**config.mk**
```make
export PLATFORM = sky130hd
export DESIGN_NAME = midi_stream_parser
export DESIGN_NICKNAME = d
export VERILOG_FILES = /design/src/msp_pkg.sv /design/src/msp_sysex_ram.sv /design/src/msp_core.sv /design/src/midi_stream_parser.sv
export SDC_FILE = /design/constraint.sdc
export NUM_CORES = 1
export LEC_CHECK = 0
export BUFFER_PORTS_ARGS = -buffer_cell sky130_fd_sc_hd__buf_2
export CORE_MARGIN = 4
export CORE_UTILIZATION = 61
export DETAILED_ROUTE_END_ITERATION = 10
export GPL_ROUTABILITY_DRIVEN = 0
export PLACE_DENSITY = 0.83
export SLEW_MARGIN = 20
export SYNTH_ARGS = -nofsm -noshare
export SYNTH_HDL_FRONTEND = slang
export SYNTH_SLANG_ARGS = --single-unit
```
**constraint.sdc**
```tcl
create_clock -name clock -period 8.2 [get_ports clock]
set_input_delay 0.41 -clock clock [delete_from_list [all_inputs] [get_ports clock]]
set_output_delay 0.41 -clock clock [all_outputs]
set_load 0.01 [all_outputs]
```
**src/msp_pkg.sv**
```systemverilog
// Shared types and constants for the MIDI stream parser.
`default_nettype none

package msp_pkg;

   // Byte classes of the MIDI wire format
   localparam logic [7:0] MIDI_REALTIME_MIN = 8'hF8;
   localparam logic [7:0] MIDI_SYSEX_END    = 8'hF7;
   localparam logic [7:0] MIDI_SYSEX_START  = 8'hF0;
   localparam logic [7:0] MIDI_STATUS_MASK  = 8'hF0;
   localparam logic [7:0] MIDI_PROG_CHANGE  = 8'hC0;
   localparam logic [7:0] MIDI_CHAN_PRESS   = 8'hD0;
   localparam logic [3:0] MIDI_CHAN_MASK    = 4'd15;

   // Result kinds
   localparam logic MSG_VOICE = 1'b0;
   localparam logic MSG_SYSEX = 1'b1;

   typedef enum logic [1:0] {
      ST_IDLE,
      ST_READ,
      ST_EMIT
   } msp_state_type;

   typedef struct packed {
      logic        message_kind;
      logic [4:0]  channel_number;
      logic [7:0]  status_type;
      logic [6:0]  first_data;
      logic [6:0]  second_data;
      logic [6:0]  byte_count;
      logic [5:0]  byte_index;
      logic        payload_valid;
      logic        last_of_run;
      logic [31:0] dropped_count;
   } msp_beat_type;

endpackage

`default_nettype wire

```
**src/msp_sysex_ram.sv**
```systemverilog
// SysEx payload store: one write port, one registered read port.
`default_nettype none

module msp_sysex_ram #(
   parameter int DEPTH = 64,
   parameter int AW    = 6
) (
   input  wire logic          clock,
   input  wire logic          wr_en,
   input  wire logic [AW-1:0] wr_addr,
   input  wire logic [6:0]    wr_data,
   input  wire logic          rd_en,
   input  wire logic [AW-1:0] rd_addr,
   output logic      [6:0]    rd_data
);

   logic [6:0] store_ff [DEPTH];
   logic [6:0] rd_data_ff;

   always_ff @(posedge clock) begin
      if (wr_en) begin
         store_ff[wr_addr] <= wr_data;
      end
   end

   // hold read data until the next read
   always_ff @(posedge clock) begin
      if (rd_en) begin
         rd_data_ff <= store_ff[rd_addr];
      end
   end

   assign rd_data = rd_data_ff;

endmodule

`default_nettype wire

```
**src/msp_core.sv**
```systemverilog
// Parser core: byte holding register, running status, sysex fill and readout sequencer.
`default_nettype none

module msp_core #(
   parameter int SYSEX_DEPTH = 64
) (
   input  wire logic                 clock,
   input  wire logic                 reset,
   input  wire logic                 byte_valid,
   output logic                      byte_ready,
   input  wire logic [7:0]           byte_data,
   output logic                      beat_valid,
   input  wire logic                 beat_ready,
   output msp_pkg::msp_beat_type     beat
);

   localparam int AW = (SYSEX_DEPTH > 1) ? $clog2(SYSEX_DEPTH) : 1;
   localparam int FW = $clog2(SYSEX_DEPTH + 1);

   msp_pkg::msp_state_type state_ff, state_in;

   logic          byte_vld_ff, byte_vld_in;
   logic [7:0]    byte_ff;
   logic [7:0]    rs_ff, rs_in;
   logic          two_ff, two_in;
   logic          rcv_ff, rcv_in;
   logic [6:0]    held_ff, held_in;
   logic          sx_ff, sx_in;
   logic          ovf_ff, ovf_in;
   logic [FW-1:0] fill_ff, fill_in;
   logic [FW-1:0] idx_ff, idx_in;
   logic [31:0]   drop_ff, drop_in;
   logic          consume;
   logic          wr_en;
   logic          rd_en;
   logic [6:0]    rd_data;

   logic          is_rt, is_data, is_f7, dump_start, dump_last;
   logic [7:0]    stype;

   assign is_rt      = byte_ff >= msp_pkg::MIDI_REALTIME_MIN;
   assign is_data    = !byte_ff[7];
   assign is_f7      = byte_ff == msp_pkg::MIDI_SYSEX_END;
   assign dump_start = byte_vld_ff && sx_ff && is_f7 && !ovf_ff && (fill_ff != '0);
   assign dump_last  = FW'(idx_ff + FW'(1)) == fill_ff;
   assign stype      = byte_ff & msp_pkg::MIDI_STATUS_MASK;
   assign byte_ready = !byte_vld_ff;

   msp_sysex_ram #(
      .DEPTH (SYSEX_DEPTH),
      .AW    (AW)
   ) u_ram (
      .clock   (clock),
      .wr_en   (wr_en),
      .wr_addr (fill_ff[AW-1:0]),
      .wr_data (byte_ff[6:0]),
      .rd_en   (rd_en),
      .rd_addr (idx_ff[AW-1:0]),
      .rd_data (rd_data)
   );

   // next state
   always_comb begin
      state_in = state_ff;
      case (state_ff)
         msp_pkg::ST_IDLE: begin
            if (dump_start) begin
               state_in = msp_pkg::ST_READ;
            end
         end
         msp_pkg::ST_READ: begin
            state_in = msp_pkg::ST_EMIT;
         end
         msp_pkg::ST_EMIT: begin
            if (beat_ready) begin
               state_in = dump_last ? msp_pkg::ST_IDLE : msp_pkg::ST_READ;
            end
         end
         default: begin
            state_in = msp_pkg::ST_IDLE;
         end
      endcase
   end

   // datapath and outputs
   always_comb begin
      rs_in      = rs_ff;
      two_in     = two_ff;
      rcv_in     = rcv_ff;
      held_in    = held_ff;
      sx_in      = sx_ff;
      ovf_in     = ovf_ff;
      fill_in    = fill_ff;
      idx_in     = idx_ff;
      drop_in    = drop_ff;
      consume    = 1'b0;
      wr_en      = 1'b0;
      rd_en      = 1'b0;
      beat_valid = 1'b0;

      beat                = '0;
      beat.message_kind   = msp_pkg::MSG_VOICE;
      beat.channel_number = 5'({1'b0, rs_ff[3:0] & msp_pkg::MIDI_CHAN_MASK} + 5'd1);
      beat.status_type    = rs_ff & msp_pkg::MIDI_STATUS_MASK;
      beat.first_data     = two_ff ? held_ff : byte_ff[6:0];
      beat.second_data    = two_ff ? byte_ff[6:0] : 7'd0;
      beat.byte_count     = two_ff ? 7'd2 : 7'd1;
      beat.payload_valid  = 1'b1;
      beat.last_of_run    = 1'b1;
      beat.dropped_count  = drop_ff;

      case (state_ff)
         msp_pkg::ST_IDLE: begin
            if (byte_vld_ff && is_rt) begin
               consume = 1'b1;
            end else if (byte_vld_ff && sx_ff && is_f7) begin
               if (ovf_ff) begin
                  consume = 1'b1;
                  sx_in   = 1'b0;
                  ovf_in  = 1'b0;
                  fill_in = '0;
               end else if (fill_ff == '0) begin
                  beat_valid         = 1'b1;
                  beat.message_kind  = msp_pkg::MSG_SYSEX;
                  beat.channel_number = 5'd0;
                  beat.status_type   = msp_pkg::MIDI_SYSEX_START;
                  beat.first_data    = 7'd0;
                  beat.second_data   = 7'd0;
                  beat.byte_count    = 7'd0;
                  beat.payload_valid = 1'b0;
                  if (beat_ready) begin
                     consume = 1'b1;
                     sx_in   = 1'b0;
                     fill_in = '0;
                  end
               end else begin
                  idx_in = '0;
               end
            end else if (byte_vld_ff && sx_ff && is_data) begin
               consume = 1'b1;
               if (!ovf_ff) begin
                  if (fill_ff < FW'(SYSEX_DEPTH)) begin
                     wr_en   = 1'b1;
                     fill_in = FW'(fill_ff + FW'(1));
                  end else begin
                     // store full: drop the message and count it
                     ovf_in  = 1'b1;
                     fill_in = '0;
                     drop_in = drop_ff + 32'd1;
                  end
               end
            end else if (byte_vld_ff && !is_data) begin
               // any other non-realtime status byte ends an open sysex, then acts normally
               consume = 1'b1;
               sx_in   = 1'b0;
               ovf_in  = 1'b0;
               fill_in = '0;
               rcv_in  = 1'b0;
               if (byte_ff >= msp_pkg::MIDI_SYSEX_START) begin
                  rs_in  = 8'd0;
                  two_in = 1'b0;
                  if (byte_ff == msp_pkg::MIDI_SYSEX_START) begin
                     sx_in = 1'b1;
                  end
               end else begin
                  rs_in  = byte_ff;
                  two_in = !(stype == msp_pkg::MIDI_PROG_CHANGE ||
                             stype == msp_pkg::MIDI_CHAN_PRESS);
               end
            end else if (byte_vld_ff) begin
               if (rs_ff == 8'd0) begin
                  consume = 1'b1;
               end else if (!rcv_ff && two_ff) begin
                  consume = 1'b1;
                  held_in = byte_ff[6:0];
                  rcv_in  = 1'b1;
               end else begin
                  beat_valid = 1'b1;
                  if (beat_ready) begin
                     consume = 1'b1;
                     rcv_in  = 1'b0;
                  end
               end
            end
         end
         msp_pkg::ST_READ: begin
            rd_en = 1'b1;
         end
         msp_pkg::ST_EMIT: begin
            beat_valid          = 1'b1;
            beat.message_kind   = msp_pkg::MSG_SYSEX;
            beat.channel_number = 5'd0;
            beat.status_type    = msp_pkg::MIDI_SYSEX_START;
            beat.first_data     = rd_data;
            beat.second_data    = 7'd0;
            beat.byte_count     = 7'(fill_ff);
            beat.byte_index     = 6'(idx_ff);
            beat.last_of_run    = dump_last;
            if (beat_ready) begin
               if (dump_last) begin
                  consume = 1'b1;
                  sx_in   = 1'b0;
                  ovf_in  = 1'b0;
                  fill_in = '0;
               end else begin
                  idx_in = FW'(idx_ff + FW'(1));
               end
            end
         end
         default: begin
         end
      endcase
   end

   always_comb begin
      byte_vld_in = byte_vld_ff;
      if (byte_valid && byte_ready) begin
         byte_vld_in = 1'b1;
      end else if (consume) begin
         byte_vld_in = 1'b0;
      end
   end

   always_ff @(posedge clock) begin
      if (reset) begin
         state_ff    <= msp_pkg::ST_IDLE;
         byte_vld_ff <= 1'b0;
         rs_ff       <= 8'd0;
         two_ff      <= 1'b0;
         rcv_ff      <= 1'b0;
         sx_ff       <= 1'b0;
         ovf_ff      <= 1'b0;
         fill_ff     <= '0;
         idx_ff      <= '0;
         drop_ff     <= 32'd0;
      end else begin
         state_ff    <= state_in;
         byte_vld_ff <= byte_vld_in;
         rs_ff       <= rs_in;
         two_ff      <= two_in;
         rcv_ff      <= rcv_in;
         sx_ff       <= sx_in;
         ovf_ff      <= ovf_in;
         fill_ff     <= fill_in;
         idx_ff      <= idx_in;
         drop_ff     <= drop_in;
      end
   end

   always_ff @(posedge clock) begin
      held_ff <= held_in;
      if (byte_valid && byte_ready) begin
         byte_ff <= byte_data;
      end
   end

endmodule

`default_nettype wire

```
**src/midi_stream_parser.sv**
```systemverilog
// Top level of the MIDI stream parser: core, sysex store and result register.
//
//   channel | direction | tdata                                 | tuser / tlast
//   req     | in        | byte_in[7:0]                          | -
//   rsp     | out       | channel, status, data1, data2, count, | kind, payload_valid /
//           |           | index, dropped_count (72 bits)        | last_of_run
//
// A byte is taken into a holding register and decoded the next cycle; a new byte is
// taken only once the held byte is consumed. A closing 0xF7 reads the sysex store
// once per payload byte (memory read, then result register), and the 0xF7 is held
// until the last payload beat is taken, so no new byte enters during the readout.
// Reset is synchronous and clears running status, sysex state and the drop counter.
// A stalled rsp holds its beat; the next byte is still taken into the holding register.
`default_nettype none

module midi_stream_parser #(
   parameter int SYSEX_DEPTH = 64
) (
   input  wire logic        clock,
   input  wire logic        reset,
   input  wire logic        req_tvalid,
   output logic             req_tready,
   input  wire logic [7:0]  req_tdata,   // [7:0] byte_in
   output logic             rsp_tvalid,
   input  wire logic        rsp_tready,
   output logic [71:0]      rsp_tdata,   // [4:0] channel_number, [12:5] status_type,
                                         // [19:13] first_data, [26:20] second_data,
                                         // [33:27] byte_count, [39:34] byte_index,
                                         // [71:40] dropped_count
   output logic [1:0]       rsp_tuser,   // [0] message_kind, [1] payload_valid
   output logic             rsp_tlast
);

   msp_pkg::msp_beat_type beat;
   msp_pkg::msp_beat_type out_ff;
   logic                  beat_valid;
   logic                  beat_ready;
   logic                  out_vld_ff, out_vld_in;

   msp_core #(
      .SYSEX_DEPTH (SYSEX_DEPTH)
   ) u_core (
      .clock      (clock),
      .reset      (reset),
      .byte_valid (req_tvalid),
      .byte_ready (req_tready),
      .byte_data  (req_tdata),
      .beat_valid (beat_valid),
      .beat_ready (beat_ready),
      .beat       (beat)
   );

   assign beat_ready = !out_vld_ff || rsp_tready;

   always_comb begin
      out_vld_in = out_vld_ff;
      if (beat_ready) begin
         out_vld_in = beat_valid;
      end
   end

   always_ff @(posedge clock) begin
      if (reset) begin
         out_vld_ff <= 1'b0;
      end else begin
         out_vld_ff <= out_vld_in;
      end
   end

   always_ff @(posedge clock) begin
      if (beat_ready && beat_valid) begin
         out_ff <= beat;
      end
   end

   assign rsp_tvalid = out_vld_ff;
   assign rsp_tdata  = {out_ff.dropped_count, out_ff.byte_index, out_ff.byte_count,
                        out_ff.second_data, out_ff.first_data, out_ff.status_type,
                        out_ff.channel_number};
   assign rsp_tuser  = {out_ff.payload_valid, out_ff.message_kind};
   assign rsp_tlast  = out_ff.last_of_run;

endmodule

`default_nettype wire

```
==> summary.txt <==
Critical path
  – CP max FO: a little over 70
  – Critical Path RT: ~8400 ps
  – Critical Path AT: slightly above 4000 ps
  – CP startpoint kind: flop
  – Crit. End Element: flop
  – Critical path type: reg2reg

Floorplanning
  – Initial core utilization: between 60% and 70%
  – I/O pin count: a little under 90
  – Core area: ~39000 sq um
  – Die ar.: roughly 42000 sq um
  – Die Wd: a little over 200 microns
  – Rows: a little over 70
  – Chip Height: 205.8 microns

Global route
  – Total grt overflow: 0
  – GRT Total Usage: approximately a quarter
  – First-pass GRT wire length: between 80000 and 90000 microns
  – Busiest layer in global routing: met2
  – Vias in the first global route: 12950
  – M2 GR Usage: a little over two fifths
  – Met1 usage: about a third
  – Largest net degree at the start of global routing: ~70
  – Met3 Track Usage GR: around 3.8%
  – Initial antenna violation count: 0

Place
  – Cells after DPL: 1885
  – DP Wirelength: a little over 30000 microns
  – IO buf count: 84

Run
  – Max-cap violations: 0

Drt
  – Vias: around 13000
  – DR vias/cell: approximately 6.5
  – Starting DRT DRC Count: ~1600
  – Final wirelength: just over 50000 microns
  – Drt first pass iters: 5
  – DRC: 0
  – Routed Antenna Nets: 0
  – Routed length per instance: 26.02 microns

Cells and area
  – Area growth syn-to-layout: 10.88%
  – Antenna Cells: 0
  – Layout Nets: roughly 1400
  – Non-filler cells, final: just under 2000
  – Layout cells sized above 1: between 20% and 30%

Power and ir drop
  – Leakage: 8.336 nW
  – Max IR drop VDD: 160.4 uV
  – Pwr Density: about 220 nW/um^2

Clocking
  – TritonCTS Buffers: 55
  – CTS tree: built
  – Clock transition at path regs: 60 ps
  – Clock buffer depth: 3
  – Clk Latency, worst-skew pair: ~580 ps
  – H-tree levels: 2
  – Clock sink total: ~600
  – Clk root buf: clkbuf_16

Logic synthesis
  – Mapped Avg Cell Area: between 15 and 20 sq um
  – Cell taking the most area after synthesis: edfxtp_1
  – Count leader, synth: edfxtp_1
  – FFs w/ async S/R, synth: 0%
  – Synthesis warning total: 0
  – Synth top area share: 68.08%
  – Leading cell types by count after synthesis: 541 x edfxtp_1, 126 x mux4_2, 116 x nor2_1
  – Number of synthesized flops with an enable pin: 541
  – Dominant synthesized flop cell: edfxtp_1
  – Seq cells post-synth: about 600
  – Ranking of synthesized cells by area: edfxtp_1 68%, mux4_2 12%, dfxtp_1 5.2%
  – Synth Instances: roughly 1300
  – Synthesized area: 23860 sq um
  – Post-synthesis sequential area ratio: 73.28%
  – Netlist cell types: 67

Timing
  – Slew @ Worst Pin: slightly below 1000 ps
  – Fin crit share: between 40% and 50%
  – Final slew viol count: 0
  – Setup Skew: ~19 ps
  – RSZ-0062 raised after global routing: no
  – Final Hold Viols: 0
  – Post-Route Setup TNS: 0 ps
  – Slew HR: a little over a third
  – Setup Viol. Count Final: 0
  – Max Freq: about 260 MHz
  – Final hold slack: slightly above 20 ps
  – Tmin final: between 3000 and 4000 ps

Outcome
  – Status: finished clean

Worst hold path
  – Worst min path class: in2reg
area by class of cell:
type | instances | area, sq um
clock buffers | 80 | 1553
clock inverters | 19 | 168.9
fillers | 2300 | 12190
inverters | 14 | 52.55
multi-input cells | 651 | 5978
flip-flops and latches | 603 | 17500
well taps | 518 | 648.1
repair buffers | 102 | 563.0
critical path, stage by stage (launching register included):
cell and delay [ps]:
edfxtp_1 320, buf_4 560, nand4_1 410, nor4_4 510, a21oi_1 130, buf_4 210
inv_1 310, a31oi_1 150, nor2_4 100, buf_4 660
routing by layer:
metal,share of wire (%),routed length [microns]
met3,8.7,4511
met5,0,0
met4,3.0,1547
met1,37,19350
met2,51,26290
stage by stage:
| stage | instance area (sq um) | util (%) | power (mW) | setup WS [ps] |
|---|---|---|---|---|
| 3_5_place_dp | 24700 | 63.92 | 3.535 | 4417 |
| 5_1_grt | 26460 | 68.47 | 6.101 | 4103 |
| 4_1_cts | 26450 | 68.43 | 5.946 | 4400 |
| 6_report | 26460 | 68.47 | 5.933 | 4372 |
| 2_1_floorplan | 23880 | - | 3.493 | 2350 |
| 3_3_place_gp | 24700 | 63.92 | 3.528 | 4621 |
path summary, 6_finish.rpt:
check,endpoint,start,cells past startpoint,slack [ps]
max,rsp_tdata[37],u_core.byte_ff[4],9,4370
min,u_core.byte_ff[7],req_tdata[7],1,20
max reg2reg,rsp_tdata[37],u_core.byte_ff[4],9,4370
min reg2reg,rsp_tdata[71],u_core.drop_ff[31],0,470
power by group:
group / leakage, nW / switching [mW] / internal [mW]
logic: 2.11 / 0.0801 / 0.0221
registers: 5.38 / 0.00780 / 3.36
clock network: 0.840 / 1.06 / 1.40
what timing repair did:
action                    CTS  global route
gates resized for setup     0             0
hold buffers                2             1
hold endpoints to repair    2             1
setup buffers               0             0
kinds of logic after synthesis:
| logic type | share of synthesized area, % |
|---|---|
| AOI/OAI and AO/OA | 3.371 |
| muxes | 12.62 |
| buffers and inverters | 1.783 |
| and+or+nand+nor | 7.162 |
| xor gates and xnor gates | 1.458 |
| DFF | 73.28 |
| other | 0.01571 |
| adders and majority gates | 0.3146 |
state kept, by name, summed over array words and instances (netlist names):
name and count:
rsp_tdata 68, u_core.sx_ff 1, u_core.u_ram.rd_data 7, u_core.byte_ff 8
u_core.idx_ff 7, u_core.rcv_ff 1, u_core.state_ff 2, u_core.fill_ff 7
rsp_tuser 2, u_core.byte_vld_ff 1, u_core.drop_ff 32, u_core.u_ram.store_ff 448
rsp_tlast 1, u_core.ovf_ff 1, rsp_tvalid 1, u_core.rs_ff 8
u_core.held_ff 7, u_core.two_ff 1
cell usage in the layout (no fill, tap or decap), types with 19 or more instances in the layout:
master,instances
edfxtp_1,541
mux4_2,126
nor2_1,115
buf_2,84
nand2_1,60
dfxtp_1,59
clkbuf_16,57
nand3_1,40
o21ai_0,35
xor2_1,25
clkbuf_1,19
(Power assumes the default switching activity.)
